===== src/rtl/tsfm_pkg.sv =====
// ----------------------------------------------------------------------------
// tsfm_pkg: shared types and constants for the temperature fault monitor
// Holds the per-channel state record, result record, fault codes, register
// indexes and reset values of the configuration registers.
// ----------------------------------------------------------------------------
package tsfm_pkg;

    localparam int CHANNELS_DEF    = 4;
    localparam int HYST_TENTHS_DEF = 50;

    localparam int CH_W    = 2;
    localparam int VOLT_W  = 16;
    localparam int TEMP_W  = 13;
    localparam int TIME_W  = 32;
    localparam int SUST_W  = 16;
    localparam int NUM_CRIT = 4;

    localparam int CFG_IDX_W  = 4;
    localparam int CFG_DATA_W = 16;
    localparam int IN_DATA_W  = 64;
    localparam int OUT_DATA_W = 8;

    localparam logic [CH_W-1:0] MOTOR_CH = 2'd3;

    // register indexes
    localparam logic [CFG_IDX_W-1:0] CFG_CHAN_EN   = 4'd0;
    localparam logic [CFG_IDX_W-1:0] CFG_OPEN_LIM  = 4'd1;
    localparam logic [CFG_IDX_W-1:0] CFG_SHORT_LIM = 4'd2;
    localparam logic [CFG_IDX_W-1:0] CFG_SUSTAIN   = 4'd3;
    localparam logic [CFG_IDX_W-1:0] CFG_CRIT_CH0  = 4'd4;
    localparam logic [CFG_IDX_W-1:0] CFG_CRIT_CH3  = 4'd7;

    // reset values
    localparam logic [NUM_CRIT-1:0]     RST_CHAN_EN   = 4'd8;
    localparam logic [VOLT_W-1:0]       RST_OPEN_LIM  = 16'd3200;
    localparam logic [VOLT_W-1:0]       RST_SHORT_LIM = 16'd100;
    localparam logic [SUST_W-1:0]       RST_SUSTAIN   = 16'd500;
    localparam logic signed [TEMP_W-1:0] RST_CRIT_BOARD = 13'sd900;
    localparam logic signed [TEMP_W-1:0] RST_CRIT_MOTOR = 13'sd1500;

    typedef enum logic [2:0] {
        FAULT_NONE   = 3'd0,
        FAULT_OPEN   = 3'd1,
        FAULT_SHORT  = 3'd2,
        FAULT_INV_OT = 3'd3,
        FAULT_MOT_OT = 3'd4
    } t_fault;

    typedef struct packed {
        logic              oor_armed;
        logic              oor_latched;
        logic [TIME_W-1:0] oor_start;
        logic              ot_cond;
        logic              ot_raised;
        logic [TIME_W-1:0] ot_start;
    } t_chan_st;

    typedef struct packed {
        logic   oor;
        logic   ot;
        t_fault fault;
    } t_result;

    typedef struct packed {
        logic [VOLT_W-1:0] open_lim;
        logic [VOLT_W-1:0] short_lim;
        logic [SUST_W-1:0] sustain;
    } t_limits;

endpackage


===== src/rtl/tsfm_eval.sv =====
// ----------------------------------------------------------------------------
// tsfm_eval: per-sample channel update
// Takes one registered sample and the current state of its channel, returns
// the channel's next state and the result word.
// ----------------------------------------------------------------------------
module tsfm_eval import tsfm_pkg::*; #(
    parameter int HYST_TENTHS = HYST_TENTHS_DEF
) (
    input  logic [CH_W-1:0]          i_channel,
    input  logic [VOLT_W-1:0]        i_voltage,
    input  logic signed [TEMP_W-1:0] i_temp,
    input  logic                     i_active,   // channel enabled and sample valid
    input  logic [TIME_W-1:0]        i_now,
    input  t_limits                  i_lim,
    input  logic signed [TEMP_W-1:0] i_crit,
    input  t_chan_st                 i_st,
    output t_chan_st                 o_st,
    output t_result                  o_res
);

    logic                       is_open;
    logic                       is_oor;
    logic [TIME_W-1:0]          oor_elapsed;
    logic [TIME_W-1:0]          ot_elapsed;
    logic [TIME_W-1:0]          sustain_ext;
    logic signed [TEMP_W:0]     temp_ext;
    logic signed [TEMP_W:0]     crit_ext;
    logic signed [TEMP_W:0]     crit_lo;
    t_chan_st                   st;
    t_fault                     fault;

    assign is_open     = i_voltage > i_lim.open_lim;
    assign is_oor      = is_open || (i_voltage < i_lim.short_lim);
    assign sustain_ext = {{(TIME_W-SUST_W){1'b0}}, i_lim.sustain};
    assign oor_elapsed = i_now - i_st.oor_start;
    assign temp_ext    = {i_temp[TEMP_W-1], i_temp};
    assign crit_ext    = {i_crit[TEMP_W-1], i_crit};
    assign crit_lo     = crit_ext - (TEMP_W+1)'(HYST_TENTHS);
    // start time used here is the updated one, so an onset compares at zero
    assign ot_elapsed  = i_now - st.ot_start;

    always_comb begin
        st    = i_st;
        fault = FAULT_NONE;
        if (!i_active) begin
            // timers kept, flags dropped
            st.oor_armed   = 1'b0;
            st.oor_latched = 1'b0;
            st.ot_cond     = 1'b0;
            st.ot_raised   = 1'b0;
        end else begin
            if (!is_oor) begin
                st.oor_armed   = 1'b0;
                st.oor_latched = 1'b0;
            end else if (!i_st.oor_armed) begin
                st.oor_armed   = 1'b1;
                st.oor_start   = i_now;
            end else if (oor_elapsed >= sustain_ext && !i_st.oor_latched) begin
                st.oor_latched = 1'b1;
                fault          = is_open ? FAULT_OPEN : FAULT_SHORT;
            end

            if (st.oor_latched) begin
                st.ot_cond   = 1'b0;
                st.ot_raised = 1'b0;
            end else begin
                if (i_st.ot_cond) begin
                    st.ot_cond = temp_ext > crit_lo;
                end else begin
                    st.ot_cond = temp_ext > crit_ext;
                    if (st.ot_cond) begin
                        st.ot_start = i_now;
                    end
                end
            end
        end
    end

    // second half kept apart so ot_elapsed sees the updated start time
    always_comb begin
        o_st  = st;
        o_res.fault = fault;
        if (i_active && !st.oor_latched) begin
            if (!st.ot_cond) begin
                o_st.ot_raised = 1'b0;
            end else if (ot_elapsed >= sustain_ext && !i_st.ot_raised) begin
                o_st.ot_raised = 1'b1;
                o_res.fault    = (i_channel == MOTOR_CH) ? FAULT_MOT_OT : FAULT_INV_OT;
            end
        end
        o_res.oor = i_active && st.oor_latched;
        o_res.ot  = i_active && st.ot_cond;
    end

endmodule


===== src/rtl/temp_sensor_fault_monitor.sv =====
// ----------------------------------------------------------------------------
// temp_sensor_fault_monitor: sensor open/short and over-temperature monitor
// The sample word is captured in the input register, then its result word in the result register.
// Throughput: one sample per cycle unless the result side stalls; the channel state
// read-modify-write completes in the cycle between the input register and the result register.
// Reset (synchronous, active low) clears all channel state, empties both
// registers and loads the configuration registers with their default values.
// ----------------------------------------------------------------------------
module temp_sensor_fault_monitor import tsfm_pkg::*; #(
    parameter int CHANNELS    = CHANNELS_DEF,
    parameter int HYST_TENTHS = HYST_TENTHS_DEF
) (
    input  logic                  i_clk,
    input  logic                  i_rst_n,
    // sample stream
    input  logic                  s_axis_tvalid,
    output logic                  s_axis_tready,
    // [1:0] channel, [17:2] voltage_mv, [30:18] temperature, [62:31] now_ms
    input  logic [IN_DATA_W-1:0]  s_axis_tdata,
    // [0] sample_valid
    input  logic                  s_axis_tuser,
    // result stream
    output logic                  m_axis_tvalid,
    input  logic                  m_axis_tready,
    // [1:0] out_channel, [2] sensor_oor, [3] over_temp, [6:4] fault_code
    output logic [OUT_DATA_W-1:0] m_axis_tdata,
    // configuration writes
    input  logic                  i_cfg_valid,
    output logic                  o_cfg_ready,
    input  logic [CFG_IDX_W-1:0]  i_cfg_index,
    input  logic [CFG_DATA_W-1:0] i_cfg_data
);

    // a 2-bit channel field reaches at most four state entries
    localparam int NUM_ST = (CHANNELS < NUM_CRIT) ? CHANNELS : NUM_CRIT;
    localparam int IDX_W  = (NUM_ST > 1) ? $clog2(NUM_ST) : 1;

    // configuration
    logic [NUM_CRIT-1:0]      r_chan_en;
    t_limits                  r_lim;
    logic signed [TEMP_W-1:0] r_crit [NUM_CRIT];

    // input register
    logic                     r_in_vld;
    logic [CH_W-1:0]          r_in_chan;
    logic [VOLT_W-1:0]        r_in_volt;
    logic signed [TEMP_W-1:0] r_in_temp;
    logic                     r_in_sval;
    logic [TIME_W-1:0]        r_in_now;

    // result register
    logic                     r_out_vld;
    logic [CH_W-1:0]          r_out_chan;
    t_result                  r_out_res;

    t_chan_st                 r_st [NUM_ST];

    logic                     advance;
    logic                     in_range;
    logic [IDX_W-1:0]         st_idx;
    t_chan_st                 st_cur;
    t_chan_st                 st_next;
    t_result                  res;
    t_result                  n_out_res;

    assign o_cfg_ready = 1'b1;

    always_ff @(posedge i_clk) begin
        if (!i_rst_n) begin
            r_chan_en       <= RST_CHAN_EN;
            r_lim.open_lim  <= RST_OPEN_LIM;
            r_lim.short_lim <= RST_SHORT_LIM;
            r_lim.sustain   <= RST_SUSTAIN;
            for (int i = 0; i < NUM_CRIT; i++) begin
                r_crit[i] <= (i == int'(MOTOR_CH)) ? RST_CRIT_MOTOR : RST_CRIT_BOARD;
            end
        end else if (i_cfg_valid && o_cfg_ready) begin
            case (i_cfg_index) inside
                CFG_CHAN_EN:   r_chan_en       <= i_cfg_data[NUM_CRIT-1:0];
                CFG_OPEN_LIM:  r_lim.open_lim  <= i_cfg_data[VOLT_W-1:0];
                CFG_SHORT_LIM: r_lim.short_lim <= i_cfg_data[VOLT_W-1:0];
                CFG_SUSTAIN:   r_lim.sustain   <= i_cfg_data[SUST_W-1:0];
                [CFG_CRIT_CH0:CFG_CRIT_CH3]: begin
                    r_crit[i_cfg_index[1:0]] <= $signed(i_cfg_data[TEMP_W-1:0]);
                end
                default: ;
            endcase
        end
    end

    // the input register moves on whenever the result register is free or drains
    assign advance       = r_in_vld && (!r_out_vld || m_axis_tready);
    assign s_axis_tready = !r_in_vld || advance;

    always_ff @(posedge i_clk) begin
        if (!i_rst_n) begin
            r_in_vld <= 1'b0;
        end else if (s_axis_tready) begin
            r_in_vld <= s_axis_tvalid;
        end
    end

    always_ff @(posedge i_clk) begin
        if (s_axis_tvalid && s_axis_tready) begin
            r_in_chan <= s_axis_tdata[1:0];
            r_in_volt <= s_axis_tdata[17:2];
            r_in_temp <= $signed(s_axis_tdata[30:18]);
            r_in_now  <= s_axis_tdata[62:31];
            r_in_sval <= s_axis_tuser;
        end
    end

    assign in_range = {{(32-CH_W){1'b0}}, r_in_chan} < 32'(CHANNELS);
    assign st_idx   = r_in_chan[IDX_W-1:0];
    assign st_cur   = in_range ? r_st[st_idx] : '0;

    tsfm_eval #(
        .HYST_TENTHS (HYST_TENTHS)
    ) u_eval (
        .i_channel (r_in_chan),
        .i_voltage (r_in_volt),
        .i_temp    (r_in_temp),
        .i_active  (r_chan_en[r_in_chan] && r_in_sval),
        .i_now     (r_in_now),
        .i_lim     (r_lim),
        .i_crit    (r_crit[r_in_chan]),
        .i_st      (st_cur),
        .o_st      (st_next),
        .o_res     (res)
    );

    assign n_out_res = in_range ? res : '0;

    always_ff @(posedge i_clk) begin
        if (!i_rst_n) begin
            for (int i = 0; i < NUM_ST; i++) begin
                r_st[i] <= '0;
            end
        end else if (advance && in_range) begin
            r_st[st_idx] <= st_next;
        end
    end

    always_ff @(posedge i_clk) begin
        if (!i_rst_n) begin
            r_out_vld <= 1'b0;
        end else if (advance) begin
            r_out_vld <= 1'b1;
        end else if (m_axis_tready) begin
            r_out_vld <= 1'b0;
        end
    end

    always_ff @(posedge i_clk) begin
        if (advance) begin
            r_out_chan <= r_in_chan;
            r_out_res  <= n_out_res;
        end
    end

    assign m_axis_tvalid = r_out_vld;
    assign m_axis_tdata  = {1'b0, r_out_res.fault, r_out_res.ot, r_out_res.oor, r_out_chan};

    // sensor faults always come with the latched flag
    a_sensor_fault_latched: assert property (@(posedge i_clk) disable iff (!i_rst_n)
        (r_out_vld && (r_out_res.fault == FAULT_OPEN || r_out_res.fault == FAULT_SHORT))
        |-> r_out_res.oor)
        else $error("sensor fault without out-of-range flag");

    // over-temperature faults need the condition and no latched out-of-range
    a_ot_fault_cond: assert property (@(posedge i_clk) disable iff (!i_rst_n)
        (r_out_vld && (r_out_res.fault == FAULT_INV_OT || r_out_res.fault == FAULT_MOT_OT))
        |-> (r_out_res.ot && !r_out_res.oor))
        else $error("over-temperature fault without condition");

    // input side stalls only while a result is held back
    a_stall_cause: assert property (@(posedge i_clk) disable iff (!i_rst_n)
        (r_in_vld && !s_axis_tready) |-> (r_out_vld && !m_axis_tready))
        else $error("input stalled with result register free");

    a_reset_empty: assert property (@(posedge i_clk)
        !i_rst_n |=> (!m_axis_tvalid && !r_in_vld))
        else $error("pipeline not empty after reset");

endmodule


===== config.mk =====
export PLATFORM = sky130hd
export DESIGN_NAME = temp_sensor_fault_monitor
export DESIGN_NICKNAME = d
export VERILOG_FILES = /design/src/rtl/tsfm_pkg.sv /design/src/rtl/tsfm_eval.sv /design/src/rtl/temp_sensor_fault_monitor.sv
export SDC_FILE = /design/constraint.sdc
export NUM_CORES = 1
export LEC_CHECK = 0
export BUFFER_PORTS_ARGS = -buffer_cell sky130_fd_sc_hd__buf_2
export CAP_MARGIN = 10
export CORE_UTILIZATION = 43
export DETAILED_ROUTE_END_ITERATION = 12
export HOLD_SLACK_MARGIN = 0.03
export PLACE_DENSITY = 0.61
export SETUP_SLACK_MARGIN = 0.4
export SKIP_LAST_GASP = 1
export SLEW_MARGIN = 5
export SYNTH_ARGS = -nofsm -noshare
export SYNTH_HDL_FRONTEND = slang
export SYNTH_SLANG_ARGS = --single-unit

===== constraint.sdc =====
create_clock -name i_clk -period 15.3 [get_ports i_clk]
set_clock_uncertainty 0.15 [all_clocks]
set_input_delay 0 -clock i_clk [delete_from_list [all_inputs] [get_ports i_clk]]
set_output_delay 0 -clock i_clk [all_outputs]
set_load 0.02 [all_outputs]

# ---- Yosys cells after proc, flatten, opt, wreduce, memory -nomap -nowiden
# Memories as Yosys holds them, arrays and structs flattened. A register that Yosys moved wholly into a read port is not among the register bits.
# Cells that the tools add are included.
dict set report word_totals {
  regBits 125
  ram_bits 324
  input_bits 90
  out_inout_bits 11
  elab_cells 113
  mem_count 2
}
dict set report op_classes {
  n_addsub 3
  order_cmp 9
  n_eq_ne 4
  muxes 52
  bitwise_logic 3
  reduce_logical 25
}
# name words word_bits read_ports rd_ports_with_merged_regs write_ports line_no
set mem_list {}
lappend mem_list {r_st 4 68 1 1 4 temp_sensor_fault_monitor.sv:56} ;# t_chan_st r_st [NUM_ST];
lappend mem_list {r_crit 4 13 1 1 4 temp_sensor_fault_monitor.sv:41} ;# logic signed [TEMP_W-1:0] r_crit [NUM_CRIT];
# op n
set op_table {}
lappend op_table {{two-way mux 32 bit} 7}
lappend op_table {{two-way mux 68 bit} 1}
lappend op_table {{OR reduction 68 bit} 1}
lappend op_table {{greater-or-equal comparator 32 x 16 -> 1 bit} 2}
lappend op_table {{subtractor 32 bit} 2}
lappend op_table {{two-way mux 1 bit} 25}
lappend op_table {{two-way mux 3 bit} 8}
lappend op_table {{two-way mux 2 bit} 9}
lappend op_table {{greater-than comparator 16 bit} 1}
lappend op_table {{less-than comparator 16 bit} 1}
lappend op_table {{greater-than comparator 13 x 14 -> 1 bit} 1}
lappend op_table {{subtractor 13 x 7 -> 14 bit, second input constant} 1}
lappend op_table {{greater-than comparator 13 bit} 1}
lappend op_table {{two-way mux 13 bit} 1}
lappend op_table {{OR reduction 13 bit} 1}
lappend op_table {{logical AND 1 bit} 9}
lappend op_table {{== test 4 x 2 -> 1 bit, second input constant} 2}
lappend op_table {{zero test 1 bit} 5}
lappend op_table {{AND reduction 5 bit} 1}
lappend op_table {{== test 4 x 1 -> 1 bit, second input constant} 1}
lappend op_table {{greater-or-equal comparator 4 x 3 -> 1 bit, second input constant} 1}
lappend op_table {{less-or-equal comparator 4 x 3 -> 1 bit, second input constant} 1}
lappend op_table {{zero test 4 bit} 1}
lappend op_table {{AND reduction 4 bit} 1}
lappend op_table {{other kinds (8)} 12}

# ---- Depth between registers and ports, before layout
# Gate-level depths: netlist of run 1.
dict set report logic_depth {
  depth_word 16
  ltp_mapped 57
  ltp_nobuf 49
}

# ---- By module
# From an unflattened synthesis of run 1, not the netlist that was laid out.
dict set report hier_totals {
  cells_unflattened 2234
  hier_area_um2 25992.4
}
# module n_inst cells_per_inst area_each_um2 seq_area_each_um2
set modules_own_cells {}
lappend modules_own_cells {temp_sensor_fault_monitor 1 1103 18242.5 12982.5}
lappend modules_own_cells {tsfm_eval 1 1131 7749.9 0.0}

# ---- Least setup slack after synthesis of run 1
# Ideal clock, no wire load.
dict set report synth_path {
  kind {reg2reg}
  start {register (tool-made name)}
  end {memory r_st[0][32] (netlist bit), data pin}
  setup_time_ps 274
  t_arrival_ps 11504
  required_time_ps 14876
  slack_ps 3372
  path_stages_with_launch 51
  n_path_buf 8
  synth_period_minus_slack_ps 11928
  cell_sequence {dfxtp_1 -> buf_6 -> buf_1 -> clkbuf_1 -> buf_1 -> mux4_2 -> fa_1 -> nand2b_1 -> a21o_1 -> a211o_1 -> nand3_1 -> xor2_1 -> ha_1 -> and4_1 -> nand2_1 -> nor3_1 -> o2bb2ai_1 -> nor4_1 -> [15 not listed] -> o31ai_1 -> a21oi_1 -> o21ai_0 -> a21oi_1 -> xnor2_1 -> ha_1 -> a21o_1 -> a21oi_1 -> nand4_1 -> nor3_1 -> nand2_1 -> nor3_1 -> nand3_1 -> or4b_1 -> a2111oi_2 -> nand4bb_1 -> nor4_2 -> nor3_1}
}
# item line_no
set synth_lines {}
lappend synth_lines {{end: declaration} temp_sensor_fault_monitor.sv:56}

==> impl_metrics.py, run 1 <==
metrics = {
    "die": {
        "fp.dieH_um": 246,
        "initial_core_util": 0.439,
        "core_um2": 58200,
        "io_pins": 101,
        "die_w_um": 246,
        "rows": 88,
        "die_area_um2": 60400,
    },
    "logic_synthesis": {
        "synth_top_family_by_area": "simple AND/OR/NAND/NOR gates",
        "netlist_area_um2": 25600,
        "synthTopCellsByArea": "edfxtp_1 (46%), ha_1 (7.4%), mux4_2 (7.0%)",
        "yosys-top-cells-count": "edfxtp_1 (395), nand2_1 (252), nor2_1 (249), a21oi_1 (153), ha_1 (151)",
        "yosysWarnings": 0,
        "synthArstFlopShare": 0,
        "synthXorXnorAreaFrac": 0.0164,
        "ys_seq_area_frac": 0.508,
        "syn_nets": 2575,
        "yosysMostFrequentCell": "edfxtp_1",
        "yosys.area.top_type": "edfxtp_1",
        "ys.flop_type": "edfxtp_1",
        "synth_edf_count": 395,
        "synthDistinctLibCells": 93,
        "synth_compound_area_frac": 0.118,
        "synth.avg_cell_area_um2": 11.0,
        "synth_top_area_share": 0.464,
        "synthMuxAreaShare": 0.0844,
        "netlist_instances": 2332,
        "ys_ff_latch": 451,
        "synth_fa_ha_area_frac": 0.0763,
        "yosys.area_share.simple": 0.159,
    },
    "cts": {
        "cts-buffers-inserted": 51,
        "cts_max_path_buffers": 3,
        "cts_setup_buffers": 0,
        "cts.root.buffer_cell": "clkbuf_16",
        "postCtsHoldBufs": 163,
        "cts_max_level": 2,
        "cts_tree": "done",
        "clk_latency_ns": 0.61,
        "clock_sinks": 451,
        "clk_pin_slew_ns": 0.06,
        "cts.repair.resized": 0,
    },
    "detailed_routing": {
        "drcViolationCount": 0,
        "wl_um": 71000,
        "first_pass_iters": 5,
        "ant_nets": 0,
        "viasPerCell": 5.70,
        "wire_per_inst_um": 21.1,
        "drtIter0Drc": 1472,
        "dr_total_vias": 19215,
    },
    "finish": {
        "syn2layout_area_growth_pct": 17.8,
        "final_nets": 2805,
        "final_layout_size_suffix_gt1_frac": 0.121,
    },
    "job": {
        "maxCapViolCount": 0,
    },
    "worst_setup_path": {
        "start_kind": "register",
        "max_stage_delay_ns": 1.00,
        "crit_required_ns": 15.48,
        "cp_common_cell": "a21oi_1",
        "worstPathMaxFanout": 43,
        "rrSetupSlack_ns": 2.60,
        "crit_type": "register to register",
        "cpMaxStageDelayCell": "a2111oi_1",
        "cp.arrival_ns": 12.88,
        "end_kind": "register",
    },
    "sta": {
        "period_needed_ns": 12.70,
        "fmax_mhz": 78.7,
        "rsz0062_at_grt": "false",
        "tightest_slew_ns": 1.07,
        "worst_slew_margin_rel": 0.279,
        "slew_violations": 0,
        "setup_tns_ns": 0,
        "finalSetupViolCount": 0,
        "hold_viol": 0,
        "fin_crit_sh": 0.830,
    },
    "place": {
        "hpwlAfterDp_um": 47300,
        "gp_congestion": 0.905,
        "port_buffers": 97,
    },
    "pwr": {
        "combPwrFrac": 0.220,
        "power.leakage_nw": 11.5,
        "power_mw": 3.39,
        "p_clk_frac": 0.356,
        "power.switching_uw": 983,
        "ir_drop_mv": 0.105,
        "powerDensity_nw_per_um2": 113,
        "seq_power_share": 0.424,
        "switching_share": 0.290,
        "p_int_mw": 2.40,
    },
    "global_routing": {
        "grt_max_degree": 69,
        "grt_pass1_wl_um": 110000,
        "grt_usage": 0.237,
        "first_global_vias": 19362,
        "antenna_found_initial": 2,
        "grt-ovfl-total": 0,
    },
    "status": {
        "outcome": "completed",
    },
    "hold_path": {
        "hp-class": "input port to register",
    },
}
[power groups by stage]
stage                     sequential, mW  combinational (mW)  clock, mW
final                               1.44               0.747       1.20
after global placement              1.46               0.694          0
after CTS                           1.44               0.742       1.22
after detailed placement            1.46               0.707          0
after global routing                1.44               0.828       1.27
after floorplan                     1.44               0.521          0
[sequential cells by signal (all words and copies together), names as in the netlist, named ones only]
register / flops
r_st: 272
r_crit: 52
r_lim: 48
r_in_now: 32
r_in_volt: 16
r_in_temp: 13
m_axis_tdata: 5
r_chan_en: 4
r_in_chan: 2
r_out_chan: 2
m_axis_tvalid: 1
r_in_sval: 1
r_in_vld: 1
[logic make-up (layout without fill, tap and decap cells)]
kind of cell,after synthesis,count (layout)
compound gates,463,463
xor+xnor,47,47
fa+ha+maj,155,155
buf+inv,244,515
flops,451,451
mux,113,113
other cells,2,3
simple gates,857,857
[final timing paths]
kind                                       from     endpoint  cells past startpoint
worst max-delay path                   register  r_st[0][32]                     39
worst min-delay path            s_axis_tdata[0]     register                      3
worst max register to register         register  r_st[0][32]                     39
worst min register to register        r_lim[41]    r_lim[41]                      2
[layout make-up]
class / count / area [µm²]
Clock inverter: 24 / 218
Timing Repair Buffer: 288 / 2330
Tap cell: 765 / 957
Clock buffer: 70 / 1430
Antenna cell: 1 / 2.50
Sequential cell: 451 / 13000
Inverter: 133 / 499
Fill cell: 5103 / 28200
Multi-Input combinational cell: 1637 / 11700
[worst max-delay path: cells and delay by family (launching register included)]
kind            cells  cell delay (ns)
buf+inv             5             1.60
xor+xnor            1             0.14
fa+ha+maj           4             1.20
compound gates     13             4.71
mux                 1             0.61
flops               1             0.94
simple gates       15             3.00
[per-stage QoR]
stage	setup WS [ns]	utilization	instances	area (µm²)	hold slack, ns
after detailed placement	2.62	0.460	3110	26800	0.0281
after global placement	2.80	0.460	3110	26800	0.0270
final	2.60	0.517	3369	30100	0.0652
after CTS	2.59	0.516	3367	30100	0.0381
after floorplan	3.37	-	2332	25600	-0.0511
after global routing	1.26	0.517	3368	30100	0.0564
[placed cells by master, fill, tap and decap left out, drive strengths merged, types with 46 or more instances in the layout]
| master | n |
|---|---|
| nand3 | 46 |
| clkbuf | 70 |
| inv | 137 |
| dlygate4sd3 | 163 |
| buf | 125 |
| o21ai | 76 |
| dfxtp | 56 |
| ha | 151 |
| a21oi | 155 |
| edfxtp | 395 |
| mux4 | 81 |
| nor2 | 249 |
| and2 | 113 |
| nand2 | 252 |
[routing by layer]
| layer | global-route usage | share of wire | vias up |
|---|---|---|---|
| met3 | 0.0374 | 0.065 | 129 |
| met5 | 0 | 0 | - |
| met4 | 0.0776 | 0.029 | 0 |
| met1 | 0.317 | 0.43 | 9458 |
| li1 | - | - | 9017 |
| met2 | 0.394 | 0.48 | 611 |
(Power assumes the default switching activity.)
==> run 2, diff against run 1 <==
--- a/config.mk
+++ b/config.mk
@@ -10,7 +10,7 @@
 export CORE_UTILIZATION = 43
 export DETAILED_ROUTE_END_ITERATION = 12
 export HOLD_SLACK_MARGIN = 0.03
-export PLACE_DENSITY = 0.61
+export PLACE_DENSITY = 0.63
 export SETUP_SLACK_MARGIN = 0.4
 export SKIP_LAST_GASP = 1
 export SLEW_MARGIN = 5
==> constraint.sdc (replaced) <==
create_clock -name i_clk -period 10.35 [get_ports i_clk]
set_clock_uncertainty 0.15 [all_clocks]
set_input_delay 0 -clock i_clk [delete_from_list [all_inputs] [get_ports i_clk]]
set_output_delay 0 -clock i_clk [all_outputs]
set_load 0.02 [all_outputs]
==> run 2 against run 1 <==
Effect of this change: wire length grew 4.6%; die area is the same; largest cell class unchanged; sequential power grew 47%; hold slack gained 0.026 ns; final cell count grew 2.4%; maximum frequency grew 27%; final area grew 3.5%; combinational power grew 70%; worst setup slack lost 2.2 ns; sequential share of layout area shrank 1.4 points.
==> impl_metrics.py, run 2 (synthesis results as in run 1) <==
metrics = {
    "status": {
        "outcome": "completed",
    },
    "sta": {
        "fin_crit_sh": 0.963,
        "hold_viol": 0,
        "tightest_slew_ns": 1.06,
        "rsz0062_at_grt": "true",
        "hold_slack_ns": 0.0910,
        "period_needed_ns": 9.97,
        "worst_slew_margin_rel": 0.284,
        "finalSetupViolCount": 0,
        "slew_violations": 0,
        "fmax_mhz": 100,
    },
    "detailed_routing": {
        "wl_um": 74200,
        "drtIter0Drc": 1506,
        "drcViolationCount": 0,
        "viasPerCell": 5.70,
        "ant_nets": 0,
        "dr_total_vias": 19667,
        "wire_per_inst_um": 21.5,
        "first_pass_iters": 5,
    },
    "worst_setup_path": {
        "cpMaxStageDelayCell": "mux4_2",
        "timing.critical_path.buf_inv": 3,
        "cpLargestDelayFamily": "simple AND/OR/NAND/NOR gates",
        "path_depth": 49,
        "end_kind": "register",
        "worstPathMaxFanout": 6,
        "crit_required_ns": 10.52,
        "cp.arrival_ns": 10.14,
        "start_kind": "register",
        "reg2reg_to": "r_st[1][32]",
        "rrSetupSlack_ns": 0.38,
        "max_stage_delay_ns": 0.57,
        "crit_path_end": "r_st[1][32]",
        "reg2regPathDepth": 49,
        "cp_common_cell": "a21oi_2",
        "crit_type": "register to register",
    },
    "pwr": {
        "switching_share": 0.295,
        "p_clk_frac": 0.342,
        "p_int_mw": 3.63,
        "combPwrFrac": 0.247,
        "power_mw": 5.15,
        "power.leakage_nw": 12.0,
        "power.switching_mw": 1.52,
        "seq_power_share": 0.411,
        "powerDensity_nw_per_um2": 165,
        "ir_drop_mv": 0.123,
    },
    "global_routing": {
        "first_global_vias": 19476,
        "grt_usage": 0.245,
        "antenna_found_initial": 2,
        "grt_max_degree": 69,
        "grt_pass1_wl_um": 113000,
        "grt-ovfl-total": 0,
    },
    "die": {
        "rows": 88,
        "die_area_um2": 60400,
        "io_pins": 101,
        "fp.dieH_um": 246,
        "die_w_um": 246,
        "initial_core_util": 0.439,
        "core_um2": 58200,
    },
    "finish": {
        "n_fill_cell": 4960,
        "multiInputGateArea_um2": 12100,
        "fin_cells": 3451,
        "fin_area_um2": 31100,
        "final_layout_size_suffix_gt1_frac": 0.172,
        "syn2layout_area_growth_pct": 21.8,
        "final_nets": 2887,
        "layout_common_cells": "edfxtp_1 (395), nand2_1 (248), nor2_1 (242), dlygate4sd3_1 (162), ha_1 (143)",
        "regMostFlops": "r_st",
        "final_common_cell": "edfxtp_1",
        "final-seq-area_um2": 13000,
        "largest_reg_flops": 272,
        "largestRegisters": "r_st x272, r_crit x52, r_lim x48",
    },
    "place": {
        "dpl_cell_area_um2": 27300,
        "place_inst": 3165,
        "hpwlAfterDp_um": 49000,
        "port_buffers": 97,
        "gp_congestion": 0.929,
    },
    "cts": {
        "cts_max_path_buffers": 3,
        "clock_sinks": 451,
        "cts.root.buffer_cell": "clkbuf_16",
        "cts-buffers-inserted": 48,
        "clk_pin_slew_ns": 0.06,
        "cts_tree": "done",
        "cts_max_level": 2,
        "clk_latency_ns": 0.61,
    },
    "hold_path": {
        "hp-class": "input port to register",
        "hp-start": "i_cfg_data[13]",
    },
    "job": {
        "maxCapViolCount": 0,
    },
}
-- run 2: cell types whose count changed in the layout (fill, tap and decap cells not counted), sizes merged, moves of 3 or more --
cell and delta:
buf +85, bufinv +3, clkbuf -8, clkinv +4
-- run 2: power groups by stage --
| stage | logic, mW | registers (mW) | clock network, mW |
|---|---|---|---|
| 2_1_floorplan | 0.790 | 2.13 | 0 |
| 3_3_place_gp | 1.10 | 2.15 | 0 |
| 3_5_place_dp | 1.11 | 2.15 | 0 |
| 4_1_cts | 1.19 | 2.11 | 1.79 |
| 5_1_grt | 1.38 | 2.12 | 1.85 |
| 6_report | 1.27 | 2.11 | 1.76 |
-- run 2: area by class of cell --
class,instances,area share
clock buffer,61,0.0405
clock inverter,29,0.0107
multi-input combinational,1637,0.388
sequential,451,0.417
inverter,133,0.0160
antenna,2,0.000161
timing repair buffer,373,0.0970
tap,765,0.0307
-- run 2: metrics by stage --
stage | TNS [ns] | utilization | worst slack, ns
3_3_place_gp | -0.111 | 0.469 | -0.0398
4_1_cts | 0 | 0.528 | 0.386
6_report | 0 | 0.535 | 0.380
3_5_place_dp | -0.182 | 0.469 | -0.0568
2_1_floorplan | 0 | - | 0.274
5_1_grt | -0.161 | 0.534 | -0.0739
-- run 2: how the worst min path moves through the flow --
stage          depth (start not counted)      endpoint
3_5_place_dp                           1   r_in_now[9]
6_report                               4     r_lim[29]
4_1_cts                                4     r_lim[29]
3_3_place_gp                           1  r_in_volt[9]
5_1_grt                                4     r_lim[47]
2_1_floorplan                          0  r_in_chan[0]
-- run 2: timing repair --
item,4_1_cts,5_1_grt
hold endpoints to repair,193,0
pin swaps,14,42
buffers inserted,16,16
hold buffers,162,0
gates resized for setup,25,56
setup endpoints to repair,7,7
-- run 2: metal layers --
| metal | share of wire | wire [µm] | global-route usage | vias to the layer above |
|---|---|---|---|---|
| li1 | - | - | - | 9172 |
| met1 | 0.43 | 31600 | 0.326 | 9693 |
| met2 | 0.48 | 35800 | 0.414 | 681 |
| met3 | 0.067 | 4970 | 0.0379 | 121 |
| met4 | 0.024 | 1770 | 0.0658 | 0 |
| met5 | 0 | 0 | 0 | - |
-- run 2: worst register-to-register path: cells and delay by family (launching register included) --
family / cells / cell delay, ns
compound gates: 18 / 2.99
xor+xnor: 2 / 0.29
fa+ha+maj: 6 / 1.61
buf+inv: 3 / 0.37
flops: 1 / 0.44
mux: 1 / 0.57
simple gates: 19 / 3.25
